===== config.mk =====
export PLATFORM = sky130hd
export DESIGN_NAME = mc_reference_row_fetch_generator
export DESIGN_NICKNAME = d
export VERILOG_FILES = /design/src/design/mcf_pkg.sv /design/src/design/mcf_regs.sv /design/src/design/mcf_ctrl.sv /design/src/design/mcf_datapath.sv /design/src/design/mc_reference_row_fetch_generator.sv
export SDC_FILE = /design/constraint.sdc
export NUM_CORES = 2
export LEC_CHECK = 0
export BUFFER_PORTS_ARGS = -buffer_cell sky130_fd_sc_hd__buf_2
export CAP_MARGIN = 20
export CORE_MARGIN = 2
export CORE_UTILIZATION = 45
export DETAILED_ROUTE_END_ITERATION = 7
export SYNTH_ARGS = -nofsm -noshare
export SYNTH_HDL_FRONTEND = slang
export SYNTH_SLANG_ARGS = --single-unit

===== constraint.sdc =====
create_clock -name clk -period 10.2 [get_ports clk]
set_input_delay 1.02 -clock clk [delete_from_list [all_inputs] [get_ports clk]]
set_output_delay 1.02 -clock clk [all_outputs]
set_load 0.1 [all_outputs]

===== src/design/mcf_pkg.sv =====
// Shared types and constants for the reference row fetch generator.
`default_nettype none

package mcf_pkg;

  // Block geometry.
  localparam int LUMA_BLOCK    = 16;
  localparam int CHROMA_BLOCK  = 8;
  localparam int MAX_FRAME_DIM = 4096;

  // Field and register widths.
  localparam int DIM_W     = 13;
  localparam int STRIDE_W  = 14;
  localparam int CSTRIDE_W = 13;
  localparam int ADDR_W    = 25;
  localparam int POS_W     = 12;
  localparam int LEN_W     = 5;
  localparam int ROW_W     = 5;
  localparam int COORD_W   = 8;
  localparam int MV_W      = 11;
  localparam int RAW_W     = 14;
  localparam int PADDR_W   = 4;
  localparam int PDATA_W   = 32;

  typedef logic [1:0] plane_t;
  localparam plane_t PLANE_LUMA = 2'd0;
  localparam plane_t PLANE_U    = 2'd1;
  localparam plane_t PLANE_V    = 2'd2;

  typedef logic [1:0] reg_idx_t;
  localparam reg_idx_t REG_FRAME_WIDTH   = 2'd0;
  localparam reg_idx_t REG_FRAME_HEIGHT  = 2'd1;
  localparam reg_idx_t REG_LUMA_STRIDE   = 2'd2;
  localparam reg_idx_t REG_CHROMA_STRIDE = 2'd3;

  typedef struct packed {
    logic [DIM_W-1:0]     frame_width;
    logic [DIM_W-1:0]     frame_height;
    logic [STRIDE_W-1:0]  luma_stride;
    logic [CSTRIDE_W-1:0] chroma_stride;
  } cfg_t;

  // Commands from the controller to the datapath.
  typedef struct packed {
    logic   load;
    logic   calc1;
    logic   calc2;
    logic   mult;
    logic   emit;
    plane_t plane;
    logic   last;
  } cmd_t;

  // Status from the datapath to the controller.
  typedef struct packed {
    logic outside;
    logic chroma_ok;
    logic luma_row_last;
    logic chroma_row_last;
  } status_t;

endpackage

`default_nettype wire


===== src/design/mcf_regs.sv =====
// Configuration register bank behind the APB-style port.
`default_nettype none

module mcf_regs (
  input  wire logic                          clk,
  input  wire logic                          rst,
  input  wire logic                          psel,
  input  wire logic                          penable,
  input  wire logic                          pwrite,
  input  wire logic [mcf_pkg::PADDR_W-1:0]   paddr,
  input  wire logic [mcf_pkg::PDATA_W-1:0]   pwdata,
  output logic      [mcf_pkg::PDATA_W-1:0]   prdata,
  output logic                               pready,
  output mcf_pkg::cfg_t                      cfg
);
  import mcf_pkg::*;

  reg_idx_t idx;
  logic     wr;

  assign idx    = paddr[PADDR_W-1:2];
  assign pready = 1'b1;
  assign wr     = psel && penable && pwrite;

  always_ff @(posedge clk) begin
    if (rst) begin
      cfg.frame_width   <= DIM_W'(1920);
      cfg.frame_height  <= DIM_W'(1080);
      cfg.luma_stride   <= STRIDE_W'(1920);
      cfg.chroma_stride <= CSTRIDE_W'(960);
    end else if (wr) begin
      case (idx)
        REG_FRAME_WIDTH:   cfg.frame_width   <= pwdata[DIM_W-1:0];
        REG_FRAME_HEIGHT:  cfg.frame_height  <= pwdata[DIM_W-1:0];
        REG_LUMA_STRIDE:   cfg.luma_stride   <= pwdata[STRIDE_W-1:0];
        REG_CHROMA_STRIDE: cfg.chroma_stride <= pwdata[CSTRIDE_W-1:0];
        default: ;
      endcase
    end
  end

  always_comb begin
    case (idx)
      REG_FRAME_WIDTH:   prdata = PDATA_W'(cfg.frame_width);
      REG_FRAME_HEIGHT:  prdata = PDATA_W'(cfg.frame_height);
      REG_LUMA_STRIDE:   prdata = PDATA_W'(cfg.luma_stride);
      REG_CHROMA_STRIDE: prdata = PDATA_W'(cfg.chroma_stride);
      default:           prdata = '0;
    endcase
  end

endmodule

`default_nettype wire


===== src/design/mcf_ctrl.sv =====
// Sequencing state machine for one macroblock fetch request.
`default_nettype none

module mcf_ctrl (
  input  wire logic             clk,
  input  wire logic             rst,
  input  wire logic             start,
  output logic                  busy,
  input  wire mcf_pkg::status_t st,
  output mcf_pkg::cmd_t         cmd
);
  import mcf_pkg::*;

  typedef enum logic [2:0] {
    S_IDLE, S_CALC1, S_CALC2, S_MULT, S_LUMA, S_CHROMA_U, S_CHROMA_V
  } state_t;

  state_t state;

  always_ff @(posedge clk) begin
    if (rst) begin
      state <= S_IDLE;
      busy  <= 1'b0;
    end else begin
      case (state)
        S_IDLE: begin
          if (start) begin
            state <= S_CALC1;
            busy  <= 1'b1;
          end
        end
        S_CALC1: state <= S_CALC2;
        S_CALC2: begin
          if (st.outside) begin
            state <= S_IDLE;
            busy  <= 1'b0;
          end else begin
            state <= S_MULT;
          end
        end
        S_MULT: state <= S_LUMA;
        S_LUMA: begin
          if (st.luma_row_last) begin
            if (st.chroma_ok) begin
              state <= S_CHROMA_U;
            end else begin
              state <= S_IDLE;
              busy  <= 1'b0;
            end
          end
        end
        S_CHROMA_U: state <= S_CHROMA_V;
        S_CHROMA_V: begin
          if (st.chroma_row_last) begin
            state <= S_IDLE;
            busy  <= 1'b0;
          end else begin
            state <= S_CHROMA_U;
          end
        end
        default: begin
          state <= S_IDLE;
          busy  <= 1'b0;
        end
      endcase
    end
  end

  always_comb begin
    cmd       = '0;
    cmd.plane = PLANE_LUMA;
    case (state)
      S_IDLE:  cmd.load  = start;
      S_CALC1: cmd.calc1 = 1'b1;
      S_CALC2: cmd.calc2 = 1'b1;
      S_MULT:  cmd.mult  = 1'b1;
      S_LUMA: begin
        cmd.emit = 1'b1;
        cmd.last = st.luma_row_last && !st.chroma_ok;
      end
      S_CHROMA_U: begin
        cmd.emit  = 1'b1;
        cmd.plane = PLANE_U;
      end
      S_CHROMA_V: begin
        cmd.emit  = 1'b1;
        cmd.plane = PLANE_V;
        cmd.last  = st.chroma_row_last;
      end
      default: ;
    endcase
  end

endmodule

`default_nettype wire


===== src/design/mcf_datapath.sv =====
// Geometry, clamping, base address and row descriptor datapath.
`default_nettype none

module mcf_datapath (
  input  wire logic                               clk,
  input  wire logic                               rst,
  input  wire mcf_pkg::cfg_t                      cfg,
  input  wire mcf_pkg::cmd_t                      cmd,
  output mcf_pkg::status_t                        st,
  input  wire logic [mcf_pkg::COORD_W-1:0]        mb_col,
  input  wire logic [mcf_pkg::COORD_W-1:0]        mb_row,
  input  wire logic signed [mcf_pkg::MV_W-1:0]    mv_dx,
  input  wire logic signed [mcf_pkg::MV_W-1:0]    mv_dy,
  output logic                                    strobe,
  output logic [1:0]                              plane,
  output logic [mcf_pkg::ADDR_W-1:0]              src_address,
  output logic [mcf_pkg::LEN_W-1:0]               row_length,
  output logic [mcf_pkg::POS_W-1:0]               dest_x,
  output logic [mcf_pkg::POS_W-1:0]               dest_y,
  output logic                                    last
);
  import mcf_pkg::*;

  // Captured request.
  logic [COORD_W-1:0] col_q, row_q;
  logic [MV_W-1:0]    mvx_q, mvy_q;

  // First calculation stage.
  logic             outside, chroma_ok;
  logic [LEN_W-1:0] w_q, h_q, cw_q, ch_q;
  logic [RAW_W-1:0] rx_raw, ry_raw, cx_raw, cy_raw;

  // Clamped reference positions.
  logic [POS_W-1:0] rx, ry, cx, cy;

  logic [ADDR_W-1:0] luma_base, chroma_base, addr;
  logic [ROW_W-1:0]  row_cnt;

  logic [DIM_W-1:0]  fw, fh, cfw, cfh;
  logic [DIM_W-1:0]  px, py, cpx, cpy;
  logic [DIM_W-1:0]  lrem_x, lrem_y, crem_x, crem_y;
  logic [MV_W:0]     mvx_t, mvy_t;
  logic [MV_W-1:0]   mvx_h, mvy_h;

  function automatic logic [POS_W-1:0] clamp_pos(input logic [RAW_W-1:0] raw,
                                                 input logic [DIM_W-1:0] hi);
    logic [POS_W-1:0] r;
    if (raw[RAW_W-1]) begin
      r = '0;
    end else if (raw[DIM_W-1:0] > hi) begin
      r = hi[POS_W-1:0];
    end else begin
      r = raw[POS_W-1:0];
    end
    return r;
  endfunction

  function automatic logic [LEN_W-1:0] min_len(input logic [DIM_W-1:0] rem,
                                               input logic [DIM_W-1:0] blk);
    logic [LEN_W-1:0] r;
    if (rem >= blk) begin
      r = blk[LEN_W-1:0];
    end else begin
      r = rem[LEN_W-1:0];
    end
    return r;
  endfunction

  // Frame size saturated to the largest supported dimension.
  assign fw  = (cfg.frame_width  > DIM_W'(MAX_FRAME_DIM)) ? DIM_W'(MAX_FRAME_DIM)
                                                          : cfg.frame_width;
  assign fh  = (cfg.frame_height > DIM_W'(MAX_FRAME_DIM)) ? DIM_W'(MAX_FRAME_DIM)
                                                          : cfg.frame_height;
  assign cfw = fw >> 1;
  assign cfh = fh >> 1;

  assign px  = DIM_W'(DIM_W'(col_q) * DIM_W'(LUMA_BLOCK));
  assign py  = DIM_W'(DIM_W'(row_q) * DIM_W'(LUMA_BLOCK));
  assign cpx = DIM_W'(DIM_W'(col_q) * DIM_W'(CHROMA_BLOCK));
  assign cpy = DIM_W'(DIM_W'(row_q) * DIM_W'(CHROMA_BLOCK));

  assign lrem_x = fw  - px;
  assign lrem_y = fh  - py;
  assign crem_x = cfw - cpx;
  assign crem_y = cfh - cpy;

  // Halving that truncates toward zero: add one to negative values first.
  assign mvx_t = {mvx_q[MV_W-1], mvx_q} + {{MV_W{1'b0}}, mvx_q[MV_W-1]};
  assign mvy_t = {mvy_q[MV_W-1], mvy_q} + {{MV_W{1'b0}}, mvy_q[MV_W-1]};
  assign mvx_h = mvx_t[MV_W:1];
  assign mvy_h = mvy_t[MV_W:1];

  // Luma start address, formed from the clamped position.
  assign luma_base = ADDR_W'(ry * cfg.luma_stride) + ADDR_W'(rx);

  assign st.outside         = outside;
  assign st.chroma_ok       = chroma_ok;
  assign st.luma_row_last   = (row_cnt == h_q - LEN_W'(1));
  assign st.chroma_row_last = (row_cnt == ch_q - LEN_W'(1));

  always_ff @(posedge clk) begin
    if (cmd.load) begin
      col_q <= mb_col;
      row_q <= mb_row;
      mvx_q <= mv_dx;
      mvy_q <= mv_dy;
    end
    if (cmd.calc1) begin
      outside   <= (px >= fw) || (py >= fh);
      chroma_ok <= (crem_x != '0) && (crem_y != '0);
      w_q       <= min_len(lrem_x, DIM_W'(LUMA_BLOCK));
      h_q       <= min_len(lrem_y, DIM_W'(LUMA_BLOCK));
      cw_q      <= min_len(crem_x, DIM_W'(CHROMA_BLOCK));
      ch_q      <= min_len(crem_y, DIM_W'(CHROMA_BLOCK));
      rx_raw    <= RAW_W'(px)  + {{(RAW_W-MV_W){mvx_q[MV_W-1]}}, mvx_q};
      ry_raw    <= RAW_W'(py)  + {{(RAW_W-MV_W){mvy_q[MV_W-1]}}, mvy_q};
      cx_raw    <= RAW_W'(cpx) + {{(RAW_W-MV_W){mvx_h[MV_W-1]}}, mvx_h};
      cy_raw    <= RAW_W'(cpy) + {{(RAW_W-MV_W){mvy_h[MV_W-1]}}, mvy_h};
    end
    if (cmd.calc2) begin
      rx <= clamp_pos(rx_raw, fw  - DIM_W'(w_q));
      ry <= clamp_pos(ry_raw, fh  - DIM_W'(h_q));
      cx <= clamp_pos(cx_raw, cfw - DIM_W'(cw_q));
      cy <= clamp_pos(cy_raw, cfh - DIM_W'(ch_q));
    end
    if (cmd.mult) begin
      chroma_base <= ADDR_W'(cy * cfg.chroma_stride) + ADDR_W'(cx);
    end
    if (cmd.emit) begin
      plane       <= cmd.plane;
      src_address <= addr;
      last        <= cmd.last;
      if (cmd.plane == PLANE_LUMA) begin
        row_length <= w_q;
        dest_x     <= px[POS_W-1:0];
        dest_y     <= POS_W'(py + DIM_W'(row_cnt));
      end else begin
        row_length <= cw_q;
        dest_x     <= cpx[POS_W-1:0];
        dest_y     <= POS_W'(cpy + DIM_W'(row_cnt));
      end
    end
    // The address walks the rows; U and V of one row share an address.
    if (cmd.mult) begin
      addr <= luma_base;
    end else if (cmd.emit && cmd.plane == PLANE_LUMA) begin
      if (st.luma_row_last) begin
        addr <= chroma_base;
      end else begin
        addr <= addr + ADDR_W'(cfg.luma_stride);
      end
    end else if (cmd.emit && cmd.plane == PLANE_V) begin
      addr <= addr + ADDR_W'(cfg.chroma_stride);
    end
  end

  always_ff @(posedge clk) begin
    if (rst) begin
      strobe  <= 1'b0;
      row_cnt <= '0;
    end else begin
      strobe <= cmd.emit;
      if (cmd.load) begin
        row_cnt <= '0;
      end else if (cmd.emit && cmd.plane == PLANE_LUMA) begin
        row_cnt <= st.luma_row_last ? '0 : row_cnt + ROW_W'(1);
      end else if (cmd.emit && cmd.plane == PLANE_V) begin
        row_cnt <= row_cnt + ROW_W'(1);
      end
    end
  end

endmodule

`default_nettype wire


===== src/design/mc_reference_row_fetch_generator.sv =====
// Top level of the motion compensation reference row fetch generator.
//
//   Channel   Handshake              Payload
//   --------  ---------------------  ---------------------------------------------
//   request   start / busy           mb_col, mb_row, mv_dx, mv_dy
//   result    strobe (one cycle)     plane, src_address, row_length, dest_x,
//                                    dest_y, last
//   config    psel/penable/pwrite    paddr, pwdata, prdata, pready
//
// A request is taken when start is high and busy is low. The block then works
// on geometry: checking the macroblock against the frame edges, cutting the
// block, clamping the reference position and forming the luma and chroma base
// addresses with one multiplier per plane. After that one row descriptor leaves
// per cycle: h luma rows, then, if the chroma block is not empty, U and V for
// each of ch chroma rows. busy falls in the cycle in which the final descriptor
// is presented with strobe, and the next request may start then. A macroblock
// lying beyond the frame produces no descriptor. Reset is synchronous; it
// restores the register defaults and returns the controller to idle. The
// receiver cannot stall, so each descriptor is valid for exactly the single
// cycle in which strobe is high.
`default_nettype none

module mc_reference_row_fetch_generator (
  input  wire logic                               clk,
  input  wire logic                               rst,
  // Request channel.
  input  wire logic                               start,
  output logic                                    busy,
  input  wire logic [mcf_pkg::COORD_W-1:0]        mb_col,
  input  wire logic [mcf_pkg::COORD_W-1:0]        mb_row,
  input  wire logic signed [mcf_pkg::MV_W-1:0]    mv_dx,
  input  wire logic signed [mcf_pkg::MV_W-1:0]    mv_dy,
  // Descriptor channel.
  output logic                                    strobe,
  output logic [1:0]                              plane,
  output logic [mcf_pkg::ADDR_W-1:0]              src_address,
  output logic [mcf_pkg::LEN_W-1:0]               row_length,
  output logic [mcf_pkg::POS_W-1:0]               dest_x,
  output logic [mcf_pkg::POS_W-1:0]               dest_y,
  output logic                                    last,
  // Configuration port.
  input  wire logic                               psel,
  input  wire logic                               penable,
  input  wire logic                               pwrite,
  input  wire logic [mcf_pkg::PADDR_W-1:0]        paddr,
  input  wire logic [mcf_pkg::PDATA_W-1:0]        pwdata,
  output logic      [mcf_pkg::PDATA_W-1:0]        prdata,
  output logic                                    pready
);
  import mcf_pkg::*;

  cfg_t    cfg;
  cmd_t    cmd;
  status_t st;

  // Register bank: frame size and the two plane strides.
  mcf_regs u_regs (
    .clk     (clk),
    .rst     (rst),
    .psel    (psel),
    .penable (penable),
    .pwrite  (pwrite),
    .paddr   (paddr),
    .pwdata  (pwdata),
    .prdata  (prdata),
    .pready  (pready),
    .cfg     (cfg)
  );

  // The controller steps through the geometry phases and then the rows.
  mcf_ctrl u_ctrl (
    .clk   (clk),
    .rst   (rst),
    .start (start),
    .busy  (busy),
    .st    (st),
    .cmd   (cmd)
  );

  // The datapath holds the request, the cut sizes, the clamped positions,
  // the running row address and the registered descriptor outputs.
  mcf_datapath u_dp (
    .clk         (clk),
    .rst         (rst),
    .cfg         (cfg),
    .cmd         (cmd),
    .st          (st),
    .mb_col      (mb_col),
    .mb_row      (mb_row),
    .mv_dx       (mv_dx),
    .mv_dy       (mv_dy),
    .strobe      (strobe),
    .plane       (plane),
    .src_address (src_address),
    .row_length  (row_length),
    .dest_x      (dest_x),
    .dest_y      (dest_y),
    .last        (last)
  );

endmodule

`default_nettype wire


* Yosys cells after proc, flatten, opt, wreduce, memory -nomap -nowiden *
Cells that the tools add are included.

operators by class
  $add $sub $neg = 23
  multipliers = 2
  $lt $le $gt $ge = 12
  eq/ne operators = 17
  multiplexer cells = 36
  bitwise gates (word level) = 1
  reduce and logical (&&, ||, !) cells = 24

operators by type and width
  kind                    number
  $pmux W32 S4            1
  $mux W25                4
  $mux W12                5
  $gt A13 B13 Y1          4
  $add A25 B12 Y25        2
  $add A13 B11 Y14        2
  $add A12 B11 Y13        2
  $ge A12 B13 Y1          2
  $ge A13 B4 Y1 const B   2
  $ge A13 B5 Y1 const B   2
  $gt A13 B13 Y1 const B  2
  $mux W13                2
  $reduce_bool A13 Y1     2
  $sub A12 B11 Y13        2
  $sub A12 B5 Y13         2
  $sub A13 B12 Y13        2
  $sub A13 B5 Y13         2
  $add A25 B13 Y25        1
  $add A25 B14 Y25        1
  $mul A12 B13 Y25        1
  $mul A12 B14 Y25        1
  $add A11 B2 Y12         2
  $pmux W3 S7             1
  $mux W5                 4
  31 further kinds        64

storage, ports and cells
  register bits = 334
  input bits = 80
  output and inout port bits = 92
  logic and storage cells = 151

* Logic depth before layout (Yosys ltp) *
  depth in word-level cells = 7
  mapped depth = 22
  mapped depth without buffers = 20

* Hierarchy *
A second synthesis with hierarchy kept.

second synthesis, totals
  cells, all modules = 3334
  area total of the unflattened synthesis = 32018.2 µm²

by module, submodules not included
  module        times used  cells an instance  area an instance (µm²)  seq. area each (µm²)
  mcf_datapath  1           3047               29044.1                 8107.8
  mcf_regs      1           242                2626.3                  1061.0
  mcf_ctrl      1           45                 347.8                   80.1

* Least setup slack after synthesis *
No wires, ideal clock.

  path kind = register to register
  from = register, netlist name u_regs.cfg[11]
  to = register u_dp.chroma_base[23] (data pin)
  library setup time = 258 ps
  arrival time = 5460 ps
  data required time = 9942 ps
  path slack = 4482 ps
  cell stages (with the launch flop) = 20
  buffers on the path = 1
  period minus slack after synthesis = 5718 ps
  cells stage by stage = dfxtp_1 -> clkbuf_1 -> nand2_1 -> fa_1 -> inv_1 -> fa_1 -> fa_1 -> fa_1 -> inv_1 -> fa_1 -> inv_1 -> ha_1 -> a21o_1 -> or4_4 -> o211a_4 -> a2111oi_4 -> o211ai_2 -> a31o_1 -> a21oi_2 -> xnor2_1

between the ends
  cells in the longest elaborated chain, start to end = 2

RTL lines
  what                  line                 RTL
  $mul A12 B13 Y25      mcf_datapath.sv:127  chroma_base <= ADDR_W'(cy * cfg.chroma_stride) + ADDR_W'(cx);
  $add A25 B12 Y25      mcf_datapath.sv:127
  end signal, assigned  mcf_datapath.sv:127
  end, declared         mcf_datapath.sv:36   logic [ADDR_W-1:0] luma_base, chroma_base, addr;

No other way between the ends.
A chain may end at the register's enable or synchronous reset.

* Worst setup path after layout *
  from = register, netlist name u_regs.cfg[22]
  to = register u_dp.addr[18] (data pin)

between the ends
  cells in the longest elaborated chain, start to end = 4
  elaborated cells between the ends (all ways) = 6
  those cells by class = add/sub (2); mul (1); mux (3)

RTL lines
  what                                                                      line                 RTL
  parallel branches: the longest is 3 deep, another holds $mul A12 B14 Y25  -
  $mux W25 (*)                                                              mcf_datapath.sv:144  if (cmd.mult) begin
  end signal, assigned                                                      mcf_datapath.sv:145  addr <= luma_base;
  end signal, assigned                                                      mcf_datapath.sv:148  addr <= chroma_base;
  end signal, assigned                                                      mcf_datapath.sv:150  addr <= addr + ADDR_W'(cfg.luma_stride);
  end, declared                                                             mcf_datapath.sv:36

Every way passes the cells marked *.

==> results.toml <==
[routing]
vias_per_cell = 5.39
wire_per_inst_um = 19.5
detail-route-antenna-nets = 0
drt_iter0_markers = 1662
vias = 23400
routed_wl_um = 84700
drc = 0
dr.pass1.iters = 5

[power_and_ir_drop]
power.switching_mw = 2.79
netSwitchingFraction = 0.420
vdd_ir_drop_max_mv = 0.130
p_total_mw = 6.65
power_frac_clock = 0.226
p_leak_nw = 15.4
seq_power_share = 0.283
intPower_mw = 3.86
power_density_nw_per_um2 = 194
pwr-share-comb = 0.491

[sta]
maxSlewHeadroom = 0.274
setup_tns_ns = 0
rsz0062_at_grt = "false"
max_freq_mhz = 155
worst_slew_pin_slew_ns = 1.09
fin_crit_ns = 6.47
hold_violations = 0
final_max_slew_viol_count = 0
setup_viol = 0
finClkSkew_ns = 0.0373
finalCritPeriodShare = 0.634

[cts]
cts_root_buffer = "clkbuf_16"
clk_latency_ns = 0.60
post_cts_resize_count = 0
h-tree-depth = 2
cts_hold_buf = 0
cts_sinks = 329
clk_path_buf_depth = 3
cts_tree = "done"
cts_setup_buffers = 0
cts_buffers = 40
cts.clk_slew.worst_paths_ns = 0.06

[status]
outcome = "completed"

[critical_path]
worst_setup_path_end_kind = "flop"
reg2reg_depth = 19
crit_arrival_ns = 6.76
critical_path.max_fanout = 15
path_class = "reg2reg"
cp.required_ns = 10.49
crit_path_start_kind = "flop"

[die]
io_pins = 172
dieArea_um2 = 71700
die_y_um = 268
start_util = 0.456
core_um2 = 68700
rows = 96
die_x_um = 268

[synthesis]
synth.cell_area_um2 = 31300
synth_cell_type_count = 82
yosys_warnings = 0
avgSynthCellArea_um2 = 9.47
ys_seq_area_frac = 0.295
ys_seq_elements = 329
synth_async_sr_flop_share = 0
netlist_instances = 3306
synth_edf_count = 266
synth_flop_cell = "edfxtp_1"

[layout]
diodes = 0
area_delta_synth_final_pct = 9.35
nets = 4033
final_common_cell = "inv_1"
multi_input_area_um2 = 19700
regArea_um2 = 9250
layout.cells.non_filler = 4351
drive_gt1_frac = 0.0819
final_cell_mix = "inv_1, nand2_1, ha_1"
fill_cells = 6593

[place]
dp.cells = 4275
portBuffers = 129
hpwlAfterDp_um = 65100
place_congestion = 0.922

[hold_path]
hp-class = "reg2reg"
hold_depth = 2

[grt]
grt-ovfl-total = 0
grt_pass1_vias = 23200
grt_pass1_wl_um = 133000
grt_max_degree = 60
antenna_found_initial = 3
grt_usage = 0.241

[run]
cap_violations = 0
==> synth_stat cells, types with 13 or more instances <==
cell type	n	area [um^2]
inv_1	485	1820
nand2_1	420	1580
ha_1	301	3770
edfxtp_1	266	7990
fa_1	264	5290
a21oi_1	204	1020
and2_1	155	970
nor2_1	127	477
xnor2_1	116	1020
clkbuf_1	114	428
o21ai_0	109	546
dfxtp_1	63	1260
nor2b_1	54	338
xor2_1	50	438
a21o_1	47	353
nand3_1	44	220
nand2b_1	34	213
o21a_1	32	240
nor3_1	31	155
or3_1	26	163
and3_1	23	144
buf_4	22	165
o21bai_1	21	158
mux2i_1	20	200
nand3b_1	19	143
nand4_1	19	119
o211ai_1	19	143
a31oi_1	18	113
or2_2	18	113
nor3b_1	16	120
a211oi_1	14	105
mux4_2	14	315
nor4_1	13	81.3
==> per-stage QoR <==
stage	setup slack (ns)	utilization	cell area (um^2)	hold slack (ns)
2_1_floorplan	4.48	-	31400	0.406
3_3_place_gp	3.86	0.478	32800	0.448
3_5_place_dp	3.86	0.478	32800	0.454
4_1_cts	3.81	0.498	34200	0.462
5_1_grt	3.51	0.498	34200	0.486
6_report	3.73	0.498	34200	0.464
==> path summary, 6_finish.rpt <==
path	startpoint	end	slack, ns
hold reg to reg	u_regs.cfg[4]	u_regs.cfg[4]	0.46
setup reg to reg	u_regs.cfg[22]	u_dp.addr[18]	3.73
hold / removal	u_regs.cfg[4]	u_regs.cfg[4]	0.46
setup / recovery	u_regs.cfg[22]	u_dp.addr[18]	3.73
==> power by group through the flow <==
stage	Clock (mW)	Sequential, mW	Combinational [mW]
2_1_floorplan	0	1.87	2.46
6_report	1.51	1.88	3.26
4_1_cts	1.53	1.88	3.29
3_5_place_dp	0	1.90	3.27
3_3_place_gp	0	1.90	3.25
5_1_grt	1.58	1.89	3.70
==> kinds of logic (layout without fill, tap and decap cells) <==
kind of cell / after synthesis / count (layout) / share of synthesized area
and+or+nand+nor: 1013 / 1013 / 0.158
buffers and inverters: 626 / 718 / 0.0778
AOI/OAI and AO/OA: 569 / 569 / 0.116
adders and majority gates: 565 / 565 / 0.289
DFF: 329 / 329 / 0.295
xor gates and xnor gates: 166 / 166 / 0.0464
muxes: 36 / 36 / 0.0172
other: 2 / 24 / 0.000240
==> sequential cells by signal, indices dropped and copies added, names as in the netlist, 13 cells and up <==
name	cells
u_dp.addr	25
u_dp.chroma_base	25
u_dp.cx_raw	13
u_dp.cy_raw	13
u_dp.rx_raw	14
u_dp.ry_raw	14
u_dp.src_address	25
u_regs.cfg	53
==> cell type report <==
class | instances | share of cell area
multi-input combinational | 2373 | 0.577
sequential | 329 | 0.270
inverter | 485 | 0.0532
clock buffer | 50 | 0.0322
tap | 931 | 0.0340
clock inverter | 24 | 0.00822
timing repair buffer | 159 | 0.0254
==> critical path, cell delays in order (launching register included) <==
cell and delay (ns):
dfxtp_1 1.03, and2_1 0.26, fa_1 0.41, inv_1 0.09
fa_1 0.42, inv_1 0.09, fa_1 0.44, fa_1 0.50
inv_1 0.06, fa_1 0.54, inv_1 0.04, ha_1 0.32
o21a_1 0.13, o21ai_0 0.49, o31ai_1 0.24, o21a_1 0.27
a21o_1 0.18, a21oi_1 0.17, xor2_1 0.36, a21oi_1 0.12
==> metal layers <==
metal	GRT usage	routed length, um	up-vias
li1	-	-	11200
met5	0	13	-
met2	0.380	37900	708
met1	0.346	39100	11400
met4	0.0737	2570	2
met3	0.0295	5080	130
(Power assumes the default switching activity.)
